File: src/rtl/btc_pkg.sv
// ----------------------------------------------------------------------------
// Block transposition cipher package
// Field widths, register codes and the padding byte.
// ----------------------------------------------------------------------------
`timescale 1ns / 1ps
`default_nettype none

package btc_pkg;

    localparam int BYTE_W      = 8;
    localparam int CODE_W      = 5;
    localparam int KEY_LEN_W   = 4;
    localparam int KEY_CODES_W = 50;
    localparam int CFG_IDX_W   = 1;

    localparam logic [BYTE_W-1:0]      PAD_BYTE        = 8'h2A;
    localparam logic [KEY_LEN_W-1:0]   KEY_LEN_RESET   = 4'd2;
    localparam logic [KEY_LEN_W-1:0]   KEY_LEN_MIN     = 4'd2;
    localparam logic [KEY_CODES_W-1:0] KEY_CODES_RESET = 50'd32;

    typedef enum logic [CFG_IDX_W-1:0] {
        REG_KEY_LENGTH = 1'b0,
        REG_KEY_CODES  = 1'b1
    } cfg_reg_t;

endpackage

`default_nettype wire

File: src/rtl/block_transposition_cipher.sv
// ----------------------------------------------------------------------------
// Block transposition cipher
// Collects message bytes into key-length blocks in a two-bank buffer memory
// and streams each block out in key-rank order, padding a short final block.
// ----------------------------------------------------------------------------
// After the request that completes a block, its bank flag is registered;
// the first byte then passes through the memory read and output stages.
// Throughput: one byte per cycle on each side while the write bank is free
// and m_tready is high; one bank emits a block while the other collects.
// A padded final block of n bytes stalls input once both banks are in use.
// Reset clears the key to its default "AB", the fill count and all bank flags.
`timescale 1ns / 1ps
`default_nettype none

module block_transposition_cipher
    import btc_pkg::*;
#(
    parameter int MAX_KEY_LEN = 10
)(
    input  wire                    clk,
    input  wire                    rst_n,
    input  wire                    s_tvalid,
    output logic                   s_tready,
    input  wire  [BYTE_W-1:0]      s_tdata,   // [7:0] in_byte
    input  wire                    s_tlast,   // end_of_message
    output logic                   m_tvalid,
    input  wire                    m_tready,
    output logic [BYTE_W-1:0]      m_tdata,   // [7:0] out_byte
    output logic                   m_tlast,   // last_of_message
    input  wire                    cfg_we,
    input  wire  [CFG_IDX_W-1:0]   cfg_index,
    input  wire  [KEY_CODES_W-1:0] cfg_wdata
);

    localparam int IDX_W       = $clog2(MAX_KEY_LEN);
    localparam int CNT_W       = $clog2(MAX_KEY_LEN + 1);
    localparam int CODES_ALL_W = CODE_W * MAX_KEY_LEN;

    // Configuration registers
    logic [KEY_LEN_W-1:0]   key_length_reg;
    logic [KEY_CODES_W-1:0] key_codes_reg;

    // Collection side
    logic             wr_bank_reg, wr_bank_next;
    logic [CNT_W-1:0] fill_reg, fill_next;
    logic [1:0]       bank_full_reg, bank_full_next;
    logic [CNT_W-1:0] desc_fill_reg [2];
    logic             desc_end_reg  [2];

    // Emission side
    logic             rd_bank_reg, rd_bank_next;
    logic [IDX_W-1:0] rd_j_reg, rd_j_next;
    logic             s1_valid_reg, s1_valid_next;
    logic             s1_pad_reg;
    logic             s1_last_reg;
    logic [BYTE_W-1:0] mem_q_reg;
    logic             out_valid_reg, out_valid_next;
    logic [BYTE_W-1:0] out_data_reg;
    logic             out_last_reg;

    logic [BYTE_W-1:0] mem [2][MAX_KEY_LEN];

    logic [CODES_ALL_W-1:0] codes_all;
    logic [CODE_W-1:0]      code [MAX_KEY_LEN];
    logic [CODE_W-1:0]      code_j;
    logic [CNT_W-1:0]       n_eff;
    logic [CNT_W-1:0]       rank;
    logic [CNT_W-1:0]       fill_inc;
    logic                   in_acc, do_write, blk_done;
    logic                   active, issue, s1_move, last_j, pad;

    // Letters beyond the 50-bit key register read as code zero.
    generate
        if (CODES_ALL_W >= KEY_CODES_W) begin : g_codes_ext
            assign codes_all = CODES_ALL_W'(key_codes_reg);
        end
        else begin : g_codes_cut
            assign codes_all = key_codes_reg[CODES_ALL_W-1:0];
        end
        for (genvar gi = 0; gi < MAX_KEY_LEN; gi++) begin : g_code
            assign code[gi] = codes_all[gi*CODE_W +: CODE_W];
        end
    endgenerate

    always_comb
    begin
        if (key_length_reg < KEY_LEN_MIN)
        begin
            n_eff = CNT_W'(KEY_LEN_MIN);
        end
        else if (key_length_reg > KEY_LEN_W'(MAX_KEY_LEN))
        begin
            n_eff = CNT_W'(MAX_KEY_LEN);
        end
        else
        begin
            n_eff = CNT_W'(key_length_reg);
        end
    end

    always_ff @(posedge clk or negedge rst_n)
    begin
        if (!rst_n)
        begin
            key_length_reg <= KEY_LEN_RESET;
            key_codes_reg  <= KEY_CODES_RESET;
        end
        else if (cfg_we)
        begin
            unique case (cfg_reg_t'(cfg_index))
                REG_KEY_LENGTH: key_length_reg <= cfg_wdata[KEY_LEN_W-1:0];
                REG_KEY_CODES:  key_codes_reg  <= cfg_wdata;
                default: ;
            endcase
        end
    end

    // ------------------------------------------------------------------
    // Collection: write each byte into the current bank.
    // ------------------------------------------------------------------
    assign s_tready = !bank_full_reg[wr_bank_reg];
    assign in_acc   = s_tvalid && s_tready;
    assign do_write = in_acc && (fill_reg < CNT_W'(MAX_KEY_LEN));
    assign fill_inc = do_write ? fill_reg + CNT_W'(1) : fill_reg;
    assign blk_done = in_acc && ((fill_inc >= n_eff) || s_tlast);

    // ------------------------------------------------------------------
    // Emission: rank of letter j selects the buffered byte to read.
    // ------------------------------------------------------------------
    assign active = bank_full_reg[rd_bank_reg];
    assign code_j = code[rd_j_reg];

    always_comb
    begin
        rank = '0;
        for (int i = 0; i < MAX_KEY_LEN; i++)
        begin
            if ((CNT_W'(i) < n_eff) && (code[i] < code_j))
            begin
                rank = rank + CNT_W'(1);
            end
        end
    end

    assign pad     = rank >= desc_fill_reg[rd_bank_reg];
    assign last_j  = CNT_W'(rd_j_reg) == (n_eff - CNT_W'(1));
    assign s1_move = s1_valid_reg && (!out_valid_reg || m_tready);
    assign issue   = active && (!s1_valid_reg || s1_move);

    always_comb
    begin
        wr_bank_next   = wr_bank_reg;
        fill_next      = fill_reg;
        bank_full_next = bank_full_reg;
        rd_bank_next   = rd_bank_reg;
        rd_j_next      = rd_j_reg;
        s1_valid_next  = s1_valid_reg;
        out_valid_next = out_valid_reg;

        if (in_acc)
        begin
            fill_next = fill_inc;
        end
        if (blk_done)
        begin
            fill_next                   = '0;
            bank_full_next[wr_bank_reg] = 1'b1;
            wr_bank_next                = !wr_bank_reg;
        end

        // A bank that is filling is never the one being drained, so the two
        // flag updates below always touch different banks.
        if (issue)
        begin
            if (last_j)
            begin
                rd_j_next                   = '0;
                bank_full_next[rd_bank_reg] = 1'b0;
                rd_bank_next                = !rd_bank_reg;
            end
            else
            begin
                rd_j_next = rd_j_reg + IDX_W'(1);
            end
        end

        if (issue)
        begin
            s1_valid_next = 1'b1;
        end
        else if (s1_move)
        begin
            s1_valid_next = 1'b0;
        end

        if (s1_move)
        begin
            out_valid_next = 1'b1;
        end
        else if (m_tready)
        begin
            out_valid_next = 1'b0;
        end
    end

    always_ff @(posedge clk or negedge rst_n)
    begin
        if (!rst_n)
        begin
            wr_bank_reg   <= 1'b0;
            fill_reg      <= '0;
            bank_full_reg <= '0;
            rd_bank_reg   <= 1'b0;
            rd_j_reg      <= '0;
            s1_valid_reg  <= 1'b0;
            out_valid_reg <= 1'b0;
        end
        else
        begin
            wr_bank_reg   <= wr_bank_next;
            fill_reg      <= fill_next;
            bank_full_reg <= bank_full_next;
            rd_bank_reg   <= rd_bank_next;
            rd_j_reg      <= rd_j_next;
            s1_valid_reg  <= s1_valid_next;
            out_valid_reg <= out_valid_next;
        end
    end

    // Block descriptors, read stage and output payload.
    always_ff @(posedge clk)
    begin
        if (blk_done)
        begin
            desc_fill_reg[wr_bank_reg] <= fill_inc;
            desc_end_reg[wr_bank_reg]  <= s_tlast;
        end
        if (issue)
        begin
            s1_pad_reg  <= pad;
            s1_last_reg <= desc_end_reg[rd_bank_reg] && last_j;
        end
        if (s1_move)
        begin
            out_data_reg <= s1_pad_reg ? PAD_BYTE : mem_q_reg;
            out_last_reg <= s1_last_reg;
        end
    end

    // Block buffer: one write port for collection, one read port for emission.
    always_ff @(posedge clk)
    begin
        if (do_write)
        begin
            mem[wr_bank_reg][fill_reg[IDX_W-1:0]] <= s_tdata;
        end
        if (issue)
        begin
            mem_q_reg <= mem[rd_bank_reg][rank[IDX_W-1:0]];
        end
    end

    assign m_tvalid = out_valid_reg;
    assign m_tdata  = out_data_reg;
    assign m_tlast  = out_last_reg;

endmodule

`default_nettype wire

File: config.mk
export PLATFORM = sky130hd
export DESIGN_NAME = block_transposition_cipher
export DESIGN_NICKNAME = d
export VERILOG_FILES = /design/src/rtl/btc_pkg.sv /design/src/rtl/block_transposition_cipher.sv
export SDC_FILE = /design/constraint.sdc
export NUM_CORES = 1
export LEC_CHECK = 0
export ABC_AREA = 1
export BUFFER_PORTS_ARGS = -buffer_cell sky130_fd_sc_hd__buf_2
export CORE_ASPECT_RATIO = 0.75
export CORE_MARGIN = 3
export CORE_UTILIZATION = 25
export DETAILED_ROUTE_END_ITERATION = 10
export GPL_TIMING_DRIVEN = 0
export REMOVE_ABC_BUFFERS = 1
export SYNTH_ARGS = -nofsm -noshare
export SYNTH_HDL_FRONTEND = slang
export SYNTH_SLANG_ARGS = --single-unit
File: constraint.sdc
create_clock -name clk -period 8.5 [get_ports clk]
set_input_delay 0.85 -clock clk [delete_from_list [all_inputs] [get_ports clk]]
set_output_delay 0.85 -clock clk [all_outputs]
set_load 0.03 [all_outputs]
# After elaboration in Yosys (flattened, before gate mapping)
# Memories as Yosys holds them, arrays and structs flattened.
# Index checks and enable logic that the tools add are counted.
dict set report totals {
  ff_bits 87
  mem_bits_rw 170
  in_bits 65
  output_inout_bits 11
  wordCells 146
  n_memories 3
}
dict set report classes {
  add_sub_neg 12
  n_lt_le_gt_ge 33
  n_eq_ne 1
  n_mux 43
  bitwise_logic 7
  n_reduce_logical 33
}
# memory words word_bits rd rd_clocked_by_memory_dff wr line_no
set mem_list {}
lappend mem_list {mem 2 80 1 0 1 block_transposition_cipher.sv:61} ;# logic [BYTE_W-1:0] mem [2][MAX_KEY_LEN];
lappend mem_list {desc_fill_reg 2 4 1 0 1 block_transposition_cipher.sv:47} ;# logic [CNT_W-1:0] desc_fill_reg [2];
lappend mem_list {desc_end_reg 2 1 1 0 1 block_transposition_cipher.sv:48} ;# logic desc_end_reg [2];
# op n
set op_table {}
lappend op_table {{$mux W80} 1}
lappend op_table {{$mux W4} 15}
lappend op_table {{$lt A5 B5 Y1} 10}
lappend op_table {{$add A4 B1 Y4 const B} 11}
lappend op_table {{$bmux W8 S4} 1}
lappend op_table {{$demux W8 S4} 1}
lappend op_table {{$mux W8} 3}
lappend op_table {{$bmux W5 S4} 1}
lappend op_table {{$logic_and A1 B1 Y1} 19}
lappend op_table {{$lt A3 B4 Y1 const A} 4}
lappend op_table {{$ge A5 B5 Y1 const B} 3}
lappend op_table {{$not A4 Y5} 3}
lappend op_table {{$mux W1} 14}
lappend op_table {{$mux W5} 2}
lappend op_table {{$ge A4 B4 Y1} 2}
lappend op_table {{$lt A1 B4 Y1 const A} 2}
lappend op_table {{$lt A2 B4 Y1 const A} 2}
lappend op_table {{$lt A4 B4 Y1 const A} 2}
lappend op_table {{$mux W2} 3}
lappend op_table {{$reduce_and A2 Y1} 3}
lappend op_table {{$reduce_bool A2 Y1} 3}
lappend op_table {{$logic_not A1 Y1} 5}
lappend op_table {{$lt A5 B1 Y1 const B} 1}
lappend op_table {{$eq A4 B4 Y1} 1}
lappend op_table {{other kinds (12)} 17}

# Longest topological paths before layout
# Gate-level depths: netlist (run 1).
dict set report depth {
  depth_word 29
  mapped_depth 45
  depth_no_buf 44
}

# Least setup slack after synthesis (run 1)
# Ideal clock, no wire load.
dict set report synth_path {
  path_type {flip-flop to flip-flop}
  from {register rd_j_reg[0]}
  to {register s1_pad_reg, data pin}
  setup_time_ps 265
  arrival_time_ps 6690
  required_ps 8235
  path_slack_ps 1546
  stages_incl_launch_ff 43
  path_buffers 3
  synth_period_minus_slack_ps 6954
  cell_sequence {dfrtp_1 -> buf_6 -> clkbuf_1 -> nor2_1 -> o221ai_1 -> o211ai_1 -> o21ai_0 -> inv_1 -> ha_1 -> a21oi_1 -> o21a_1 -> o211ai_1 -> inv_1 -> ha_1 -> inv_1 -> nand3_1 -> nand2_2 -> ha_1 -> (+7 left out) -> o21ai_2 -> ha_1 -> nand2_1 -> nand2_1 -> ha_1 -> nand2_1 -> nand2_1 -> ha_1 -> nand2_1 -> nand2_2 -> ha_1 -> inv_1 -> nor2_1 -> xnor2_4 -> buf_6 -> ha_1 -> o211ai_1 -> nand3_1}
}
dict set report synth_via {
  elab_chain_cells 26
  elab_cells_between_ends 44
  classes_between {add/sub: 9; order compare: 11; mux: 13; bitwise: 1; reduce/logical: 10}
}
# item line_no
set synth_lines {}
lappend synth_lines {{start, declared} block_transposition_cipher.sv:52} ;# logic [IDX_W-1:0] rd_j_reg, rd_j_next;
lappend synth_lines {{start signal, assigned} block_transposition_cipher.sv:224} ;# rd_j_reg <= rd_j_next;
lappend synth_lines {{$not A4 Y5 (not written as such) (*)} block_transposition_cipher.sv:131} ;# assign code_j = code[rd_j_reg];
lappend synth_lines {{$bmux W5 S4 (*)} block_transposition_cipher.sv:131}
lappend synth_lines {{$mux W5 (not written as such) (*) (2 in series)} block_transposition_cipher.sv:131}
lappend synth_lines {{$lt A5 B5 Y1} block_transposition_cipher.sv:138} ;# if ((CNT_W'(i) < n_eff) && (code[i] < code_j))
lappend synth_lines {{$logic_and A1 B1 Y1} block_transposition_cipher.sv:138}
lappend synth_lines {{$mux W1} block_transposition_cipher.sv:138}
lappend synth_lines {{$add A4 B1 Y4} block_transposition_cipher.sv:140} ;# rank = rank + CNT_W'(1);
lappend synth_lines {{$mux W4} block_transposition_cipher.sv:138}
lappend synth_lines {{(+10 left out)} n/a}
lappend synth_lines {{$add A4 B1 Y4} block_transposition_cipher.sv:140}
lappend synth_lines {{$mux W4} block_transposition_cipher.sv:138}
lappend synth_lines {{$add A4 B1 Y4} block_transposition_cipher.sv:140}
lappend synth_lines {{$mux W4} block_transposition_cipher.sv:138}
lappend synth_lines {{$add A4 B1 Y4} block_transposition_cipher.sv:140}
lappend synth_lines {{$mux W4 (*)} block_transposition_cipher.sv:138}
lappend synth_lines {{$ge A4 B4 Y1 (*)} block_transposition_cipher.sv:145} ;# assign pad = rank >= desc_fill_reg[rd_bank_reg];
lappend synth_lines {{via pad} block_transposition_cipher.sv:70} ;# logic active, issue, s1_move, last_j, pad;
lappend synth_lines {{end signal, assigned} block_transposition_cipher.sv:240} ;# s1_pad_reg <= pad;
lappend synth_lines {{end, declared} block_transposition_cipher.sv:54} ;# logic s1_pad_reg;
# The timed path passes the listed nets; every way through them passes the cells marked *. The select of a mux whose other input is x is not followed.
# A chain may end at the register's enable or synchronous reset.

# Worst setup path in the final report (run 1)
dict set report layout_path {
  from {register rd_j_reg[0]}
  to {register mem_q_reg[2], data pin}
}
dict set report layout_via {
  elab_chain_cells 29
  elab_cells_between_ends 47
  classes_between {add/sub: 9; order compare: 10; mux: 16; bitwise: 2; reduce/logical: 10}
}
# item line_no
set layout_lines {}
lappend layout_lines {{$not A4 Y5 (not written as such) (*)} block_transposition_cipher.sv:131}
lappend layout_lines {{$bmux W5 S4 (*)} block_transposition_cipher.sv:131}
lappend layout_lines {{$mux W5 (not written as such) (*) (2 in series)} block_transposition_cipher.sv:131}
lappend layout_lines {{$lt A5 B5 Y1} block_transposition_cipher.sv:138}
lappend layout_lines {{$logic_and A1 B1 Y1} block_transposition_cipher.sv:138}
lappend layout_lines {{$mux W1} block_transposition_cipher.sv:138}
lappend layout_lines {{$add A4 B1 Y4} block_transposition_cipher.sv:140}
lappend layout_lines {{$mux W4} block_transposition_cipher.sv:138}
lappend layout_lines {{(+11 left out)} n/a}
lappend layout_lines {{$mux W4} block_transposition_cipher.sv:138}
lappend layout_lines {{$add A4 B1 Y4} block_transposition_cipher.sv:140}
lappend layout_lines {{$mux W4} block_transposition_cipher.sv:138}
lappend layout_lines {{$add A4 B1 Y4} block_transposition_cipher.sv:140}
lappend layout_lines {{$mux W4 (*)} block_transposition_cipher.sv:138}
lappend layout_lines {{$not A4 Y5 (not written as such) (*)} block_transposition_cipher.sv:259} ;# mem_q_reg <= mem[rd_bank_reg][rank[IDX_W-1:0]];
lappend layout_lines {{$bmux W8 S4 (*)} block_transposition_cipher.sv:259}
lappend layout_lines {{$mux W8 (not written as such) (*) (2 in series)} block_transposition_cipher.sv:259}
lappend layout_lines {{end signal, assigned} block_transposition_cipher.sv:259}
lappend layout_lines {{end, declared} block_transposition_cipher.sv:56} ;# logic [BYTE_W-1:0] mem_q_reg;
# Every way passes the cells marked *; elsewhere a longest branch is shown, timed or not. The select of a mux whose other input is x is not followed.

==> impl_table.tex, run 1 <==
\begin{tabular}{lr}
\hline
Metric & Value \\
\hline
\multicolumn{2}{l}{\textbf{Outcome}} \\
Outcome & finished, final reports clean \\
\multicolumn{2}{l}{\textbf{GRT}} \\
Total GRT Usage & 0.1165 \\
Antenna violations before repair & 0 \\
Vias in the first global route & 8660 \\
Global-route wire length before repair & 50.65 mm \\
Aggregate global routing overflow & 0 \\
Maximum number of pins on one net before global-route repair & 69 \\
\multicolumn{2}{l}{\textbf{Logic synthesis}} \\
Combined area of all synthesized cells & approximately 13000 um\^{}2 \\
Yosys Warn Count & 0 \\
Post-synthesis register bit count & around 260 \\
Number of distinct library cells after synthesis & 42 \\
Top cells by area in the synthesized netlist & edfxtp\_1 (43\%), dfrtp\_1 (13\%), nand2\_1 (6.7\%) \\
Synth top area share & 0.4337 \\
Async S/R FF share, synth & 0.2646 \\
Synth area leader & edfxtp\_1 \\
Dominant synthesized flop cell & edfxtp\_1 \\
Post-Synthesis Cells & roughly 1200 \\
Mapped Avg Cell Area & 10.79 um\^{}2 \\
Number of enable flip-flop cells after synthesis & $\sim$190 \\
Post-synthesis sequential area ratio & 0.5640 \\
\multicolumn{2}{l}{\textbf{Timing}} \\
Worst slew slack as a fraction of its limit & 0.1636 \\
Setup WS post-layout & 0.6423 ns \\
Setup violation total in the final timing report & 0 \\
Transition time of the tightest slew-check pin & 1.255 ns \\
Setup repair after global routing missed its margin & no \\
Count of final max-slew check failures & 0 \\
Highest attainable clock frequency & 127.3 MHz \\
Hold WS & approximately 0.43 ns \\
Clk\_skew & $\sim$0.013 ns \\
Final Hold Vio Count & 0 \\
Period Utilization, post-route & 0.9244 \\
Min Tclk post-route & approximately 8 ns \\
\multicolumn{2}{l}{\textbf{CTS}} \\
TritonCTS clock tree & yes \\
Max clock buf depth & 3 \\
Total clock sinks & about 260 \\
Number of buffers added by the clock tree synthesis step & 24 \\
CTS Hold Bufs & 0 \\
Worst skew pair latency & approximately 0.54 ns \\
CTS Root Buffer Type & clkbuf\_16 \\
Clock-pin slew on the worst setup and hold paths & $\sim$0.070 ns \\
Number of levels the H-tree was split into & 1 \\
\multicolumn{2}{l}{\textbf{Route}} \\
Total detailed-routing wirelength & around 33 mm \\
DRT Pass-1 Iters & 5 \\
Via/cell ratio & around 4.5 \\
Post-route DRC violation count & 0 \\
DRC violation total after the first TritonRoute iteration & 730 \\
Detailed-route wire length per cell & 16.41 um \\
Antenna-violating nets left & 0 \\
Number of vias after detailed routing & 9034 \\
\multicolumn{2}{l}{\textbf{Floorplanning}} \\
Die ar. & approximately 55000 um\^{}2 \\
Initial cell density of the core & 0.2571 \\
Number of top-level design ports & 76 \\
Vert. Die Dim & 204.1 um \\
X dimension of the die & $\sim$270 um \\
Floorplan Core Area & $\sim$51000 um\^{}2 \\
Row cnt & 71 \\
\multicolumn{2}{l}{\textbf{Setup path}} \\
Path type of the worst setup path & reg2reg \\
Delay of the slowest cell on the worst path & between 0.6 and 0.7 ns \\
Worst setup slack for register-to-register paths & 0.64 ns \\
Data required time of the worst path & roughly 9 ns \\
Cell class contributing the biggest share of worst-path delay & adder cells \\
Kind of launch point of the worst setup path & flop \\
Highest fanout seen on the critical path & 31 \\
Number of buffers and inverters on the critical path & 5 \\
Critical Path Slowest Stage Cell & dfrtp\_4 \\
Worst Path Arrival & approximately 8.3 ns \\
Kind of end point of the critical path & flop \\
\multicolumn{2}{l}{\textbf{Layout}} \\
Antenna fix cells & 0 \\
Most common library cell in the layout ignoring fill and taps & nand2\_1 \\
Largest register FFs & 160 \\
Commonest cells after routing, fill and taps aside & nand2\_1 (230), edfxtp\_1 (189), nand3\_1 (130) \\
Area Growth Syn to Fin & 14.52\% \\
Post-route design area & around 15000 um\^{}2 \\
Final \#Nets & around 1400 \\
Filler cells & roughly 5200 \\
Share of post-route cells with drive strength above 1 & 0.1708 \\
\multicolumn{2}{l}{\textbf{Placed design}} \\
Setup slack at placement & -0.6586 ns \\
Port Buffer Count & between 70 and 80 \\
Sum of net half-perimeters after detailed placement & approximately 22 mm \\
Gpl congestion & 0.8559 \\
Instance area at placement & 14160 um\^{}2 \\
\multicolumn{2}{l}{\textbf{Flow run}} \\
Total of max-cap violations & 0 \\
\multicolumn{2}{l}{\textbf{Worst hold path}} \\
Path type of the worst min-delay path & reg2reg \\
\hline
\end{tabular}
[cells in the mapped netlist, drive strengths merged, types with 7 or more instances]
| cell | n |
|---|---|
| edfxtp | 189 |
| buf | 19 |
| clkbuf | 22 |
| nand2 | 256 |
| dfrtp | 66 |
| nand4 | 8 |
| o21ai | 44 |
| a21oi | 38 |
| nand3 | 149 |
| inv | 97 |
| or2 | 7 |
| mux2i | 69 |
| nor2 | 92 |
| mux2 | 38 |
| o21a | 11 |
| ha | 66 |
[cell type report]
class                   count  area [um^2]  share of cell area
flip-flops and latches    257         7388              0.4931
multi-input cells         816         5132              0.3425
well taps                 693        867.1             0.05787
clock buffers              34        638.1             0.04259
repair buffers             80        473.0             0.03156
inverters                  99        389.1             0.02597
clock inverters             8        96.34            0.006430
[worst register-to-register path: cells and delay by family, from the launching register on]
kind            cells  cell delay, ns
simple gates       19            2.58
flops               1            0.64
fa+ha+maj           9            2.66
buf+inv             5            0.69
compound gates      6            1.16
[metal layers]
metal,global-route usage,vias up,part of all wire
li1,-,4359,-
met1,0.1700,4352,0.48
met2,0.1720,279,0.42
met3,0.03133,44,0.082
met4,0.02561,0,0.018
met5,0,-,0
[cell families after synthesis]
kind of cell	after synthesis	synth area share
AOI/OAI and AO/OA	117	0.05374
xor gates and xnor gates	8	0.006789
adders and majority gates	66	0.06311
buffers and inverters	140	0.04561
DFF	257	0.5640
muxes	107	0.08548
and+or+nand+nor	518	0.1813
[worst paths after layout]
kind	cells past startpoint	from	to
worst max-delay path	39	rd_j_reg[0]$_DFFE_PN0P_	mem_q_reg[2]$_DFFE_PP_
worst min-delay path	0	s1_last_reg$_DFFE_PP_	m_tlast$_DFFE_PP_
worst max register to register	39	rd_j_reg[0]$_DFFE_PN0P_	mem_q_reg[2]$_DFFE_PP_
worst min register to register	0	s1_last_reg$_DFFE_PP_	m_tlast$_DFFE_PP_
max in group asynchronous	1	rst_n	rd_bank_reg$_DFFE_PN0P_
min in group asynchronous	1	rst_n	codes_all[19]$_DFFE_PN0P_
[metrics by stage]
stage | TNS, ns | utilization | std cells
2_1_floorplan | 0 | - | 1172
3_3_place_gp | -3.971 | 0.2771 | 1940
3_5_place_dp | -5.091 | 0.2782 | 1942
4_1_cts | 0 | 0.2928 | 1984
5_1_grt | 0 | 0.2944 | 1987
6_report | 0 | 0.2944 | 1987
[repair_timing]
item                                    in CTS  in global routing
buffers inserted                             0                  3
gates cloned                                 0                  0
endpoints found under the setup margin       9                  9
pin swaps                                    0                  1
gates resized for setup                      2                 11
Power of run 1 is left out: the tool's default activity adds up to more than one toggle a clock period on the data nets, which glitch-free logic cannot reach.
==> run 2: changes to the inputs <==
--- a/config.mk
+++ b/config.mk
@@ -9,9 +9,10 @@
 export BUFFER_PORTS_ARGS = -buffer_cell sky130_fd_sc_hd__buf_2
 export CORE_ASPECT_RATIO = 0.75
 export CORE_MARGIN = 3
-export CORE_UTILIZATION = 25
+export CORE_UTILIZATION = 50
 export DETAILED_ROUTE_END_ITERATION = 10
 export GPL_TIMING_DRIVEN = 0
+export PLACE_DENSITY = 0.67
 export REMOVE_ABC_BUFFERS = 1
 export SYNTH_ARGS = -nofsm -noshare
 export SYNTH_HDL_FRONTEND = slang
==> run 2 against run 1 <==
Net effect: first-iteration DRC count grew 9.7%; fmax down 1.8%; worst hold slack worse by 0.0057 ns; critical path type unchanged; sequential share of layout area up 1.5 points; non-clock buffer count fell by 2; via count fell by 0.69%; final cell count shrank 18%.
==> impl_table.tex, run 2 (synthesis gave the netlist of run 1 again) <==
\begin{tabular}{lr}
\hline
Metric & Value \\
\hline
\multicolumn{2}{l}{\textbf{Layout}} \\
Most common library cell in the layout ignoring fill and taps & nand2\_1 \\
Antenna fix cells & 0 (unchanged) \\
Share of post-route cells with drive strength above 1 & 0.1716 (+0.0007728) \\
Commonest cells after routing, fill and taps aside & nand2\_1 (230), edfxtp\_1 (189), nand3\_1 (130) \\
Filler cells & 2116 (-59\%) \\
Area Growth Syn to Fin & 11.18\% \\
Largest register FFs & 160 (unchanged) \\
Final \#Nets & 1409 (unchanged) \\
Core utilization of the finished layout & 0.5742 (+0.2798) \\
\multicolumn{2}{l}{\textbf{CTS}} \\
TritonCTS clock tree & yes \\
Number of buffers added by the clock tree synthesis step & 26 (+8.3\%) \\
Number of levels the H-tree was split into & 1 (unchanged) \\
CTS Root Buffer Type & clkbuf\_16 \\
Total clock sinks & 257 (unchanged) \\
CTS Hold Bufs & 0 (unchanged) \\
Clock-pin slew on the worst setup and hold paths & 0.06 ns (about the same) \\
Worst skew pair latency & 0.53 ns (about the same) \\
Max clock buf depth & 3 (unchanged) \\
\multicolumn{2}{l}{\textbf{Worst hold path}} \\
Origin of the worst min-delay path & s1\_last\_reg\$\_DFFE\_PP\_ \\
Number of cells traversed by the worst hold path & 0 (unchanged) \\
Path type of the worst min-delay path & reg2reg \\
Hold Path Sink & m\_tlast\$\_DFFE\_PP\_ \\
\multicolumn{2}{l}{\textbf{Setup path}} \\
Kind of launch point of the worst setup path & flop \\
Delay of the slowest cell on the worst path & 0.58 ns (-0.06 ns) \\
Kind of end point of the critical path & flop \\
Startpoint of the lowest-slack register-to-register path & rd\_j\_reg[0]\$\_DFFE\_PN0P\_ \\
Reg-to-reg critical path endpoint & mem\_q\_reg[1]\$\_DFFE\_PP\_ \\
Critical Path Slowest Stage Cell & dfrtp\_4 \\
Critical path launch point & rd\_j\_reg[0]\$\_DFFE\_PN0P\_ \\
Highest fanout seen on the critical path & 24 (-23\%) \\
Worst r2r path cells & 40 (+2.6\%) \\
Worst Path Arrival & 8.37 ns (+0.11 ns) \\
Worst setup slack for register-to-register paths & 0.50 ns (-0.15 ns) \\
Path type of the worst setup path & reg2reg \\
Data required time of the worst path & 8.87 ns (-0.04 ns) \\
\multicolumn{2}{l}{\textbf{Timing}} \\
Transition time of the tightest slew-check pin & 1.007 ns (-0.2481 ns) \\
Clk\_skew & 0.01388 ns (+0.001314 ns) \\
Min Tclk post-route & 8.005 ns (+0.1470 ns) \\
Setup violation total in the final timing report & 0 (unchanged) \\
Count of final max-slew check failures & 0 (unchanged) \\
Final Hold Vio Count & 0 (unchanged) \\
Period Utilization, post-route & 0.9417 (+0.01730) \\
Worst slew slack as a fraction of its limit & 0.3290 (+0.1654) \\
Highest attainable clock frequency & 124.9 MHz (-1.8\%) \\
Setup repair after global routing missed its margin & no \\
Setup WS post-layout & 0.4953 ns (-0.1470 ns) \\
\multicolumn{2}{l}{\textbf{Floorplanning}} \\
Vert. Die Dim & 146.1 um (-28\%) \\
Row cnt & 50 (-30\%) \\
X dimension of the die & 192.8 um (-29\%) \\
Number of top-level design ports & 76 (unchanged) \\
Initial cell density of the core & 0.5164 (+0.2594) \\
Floorplan Core Area & 25340 um\^{}2 (-50\%) \\
Die ar. & 28170 um\^{}2 (-49\%) \\
\multicolumn{2}{l}{\textbf{Placed design}} \\
Gpl congestion & 0.8856 (+3.5\%) \\
Port Buffer Count & 75 (unchanged) \\
Sum of net half-perimeters after detailed placement & 20.97 mm (-5.5\%) \\
Setup slack at placement & -0.5861 ns (+0.07241 ns) \\
\multicolumn{2}{l}{\textbf{Route}} \\
Total detailed-routing wirelength & 30.48 mm (-6.5\%) \\
Via/cell ratio & 5.498 (+21\%) \\
DRC violation total after the first TritonRoute iteration & 801 (+9.7\%) \\
DRT Pass-1 Iters & 6 (+1) \\
Detailed-route wire length per cell & 18.67 um (+14\%) \\
Number of vias after detailed routing & 8972 (-0.69\%) \\
Antenna-violating nets left & 0 (unchanged) \\
Post-route DRC violation count & 0 (unchanged) \\
\multicolumn{2}{l}{\textbf{GRT}} \\
Aggregate global routing overflow & 0 (unchanged) \\
Total GRT Usage & 0.2154 (+0.09897) \\
Antenna violations before repair & 0 (unchanged) \\
Global-route wire length before repair & 47.24 mm (-6.7\%) \\
Maximum number of pins on one net before global-route repair & 69 (unchanged) \\
Vias in the first global route & 8389 (-3.1\%) \\
\multicolumn{2}{l}{\textbf{Flow run}} \\
Total of max-cap violations & 0 (unchanged) \\
\multicolumn{2}{l}{\textbf{Outcome}} \\
Outcome & finished, final reports clean \\
\hline
\end{tabular}
## run 2: timing repair
item | in CTS | in global routing
pin swaps | 0 | 0
resized for setup | 2 | 8
setup endpoints to repair | 9 | 9
setup buffers | 0 | 1
## run 2: layer usage
metal | track usage | share of wire | vias to the layer above | wire [um]
met1 | 0.3580 | 0.49 | 4268 | 15030
met2 | 0.2888 | 0.40 | 306 | 12250
met5 | 0 | 0 | - | 0
met3 | 0.04777 | 0.090 | 36 | 2731
li1 | - | - | 4362 | -
met4 | 0.03677 | 0.015 | 0 | 455
## run 2: worst max-delay path: cells and delay by family, from the launching register on
| family | cells | cell delay, ns |
|---|---|---|
| simple gates | 20 | 2.82 |
| buf+inv | 5 | 0.70 |
| flops | 1 | 0.58 |
| fa+ha+maj | 9 | 2.61 |
| compound gates | 6 | 1.12 |
## run 2: stage by stage
stage	hold slack, ns	TNS [ns]	instances	cell area [um^2]
finish	0.4208	0	1632	14550
global route	0.4417	0	1632	14550
CTS	0.4239	0	1631	14520
detailed placement	0.4090	-4.338	1587	13720
global placement	0.4027	-3.186	1585	13660
floorplan	0.4003	0	1172	12860
## run 2: layout make-up
class	count	area (um^2)	share of cell area
inverter	99	382.9	0.02632
timing repair buffer	78	436.7	0.03002
tap	338	422.9	0.02907
multi-input combinational	816	5120	0.3519
clock inverter	8	85.08	0.005848
clock buffer	36	709.4	0.04877
sequential	257	7391	0.5080
## run 2: worst max-delay path by stage
| stage | cells after the start | end |
|---|---|---|
| 3_5_place_dp | 40 | mem_q_reg[1]$_DFFE_PP_ |
| 4_1_cts | 40 | mem_q_reg[1]$_DFFE_PP_ |
| 3_3_place_gp | 40 | mem_q_reg[1]$_DFFE_PP_ |
| 6_report | 40 | mem_q_reg[1]$_DFFE_PP_ |
| 5_1_grt | 41 | s1_pad_reg$_DFFE_PP_ |
| 2_1_floorplan | 39 | mem_q_reg[6]$_DFFE_PP_ |
Power of run 2 is left out for the same reason.
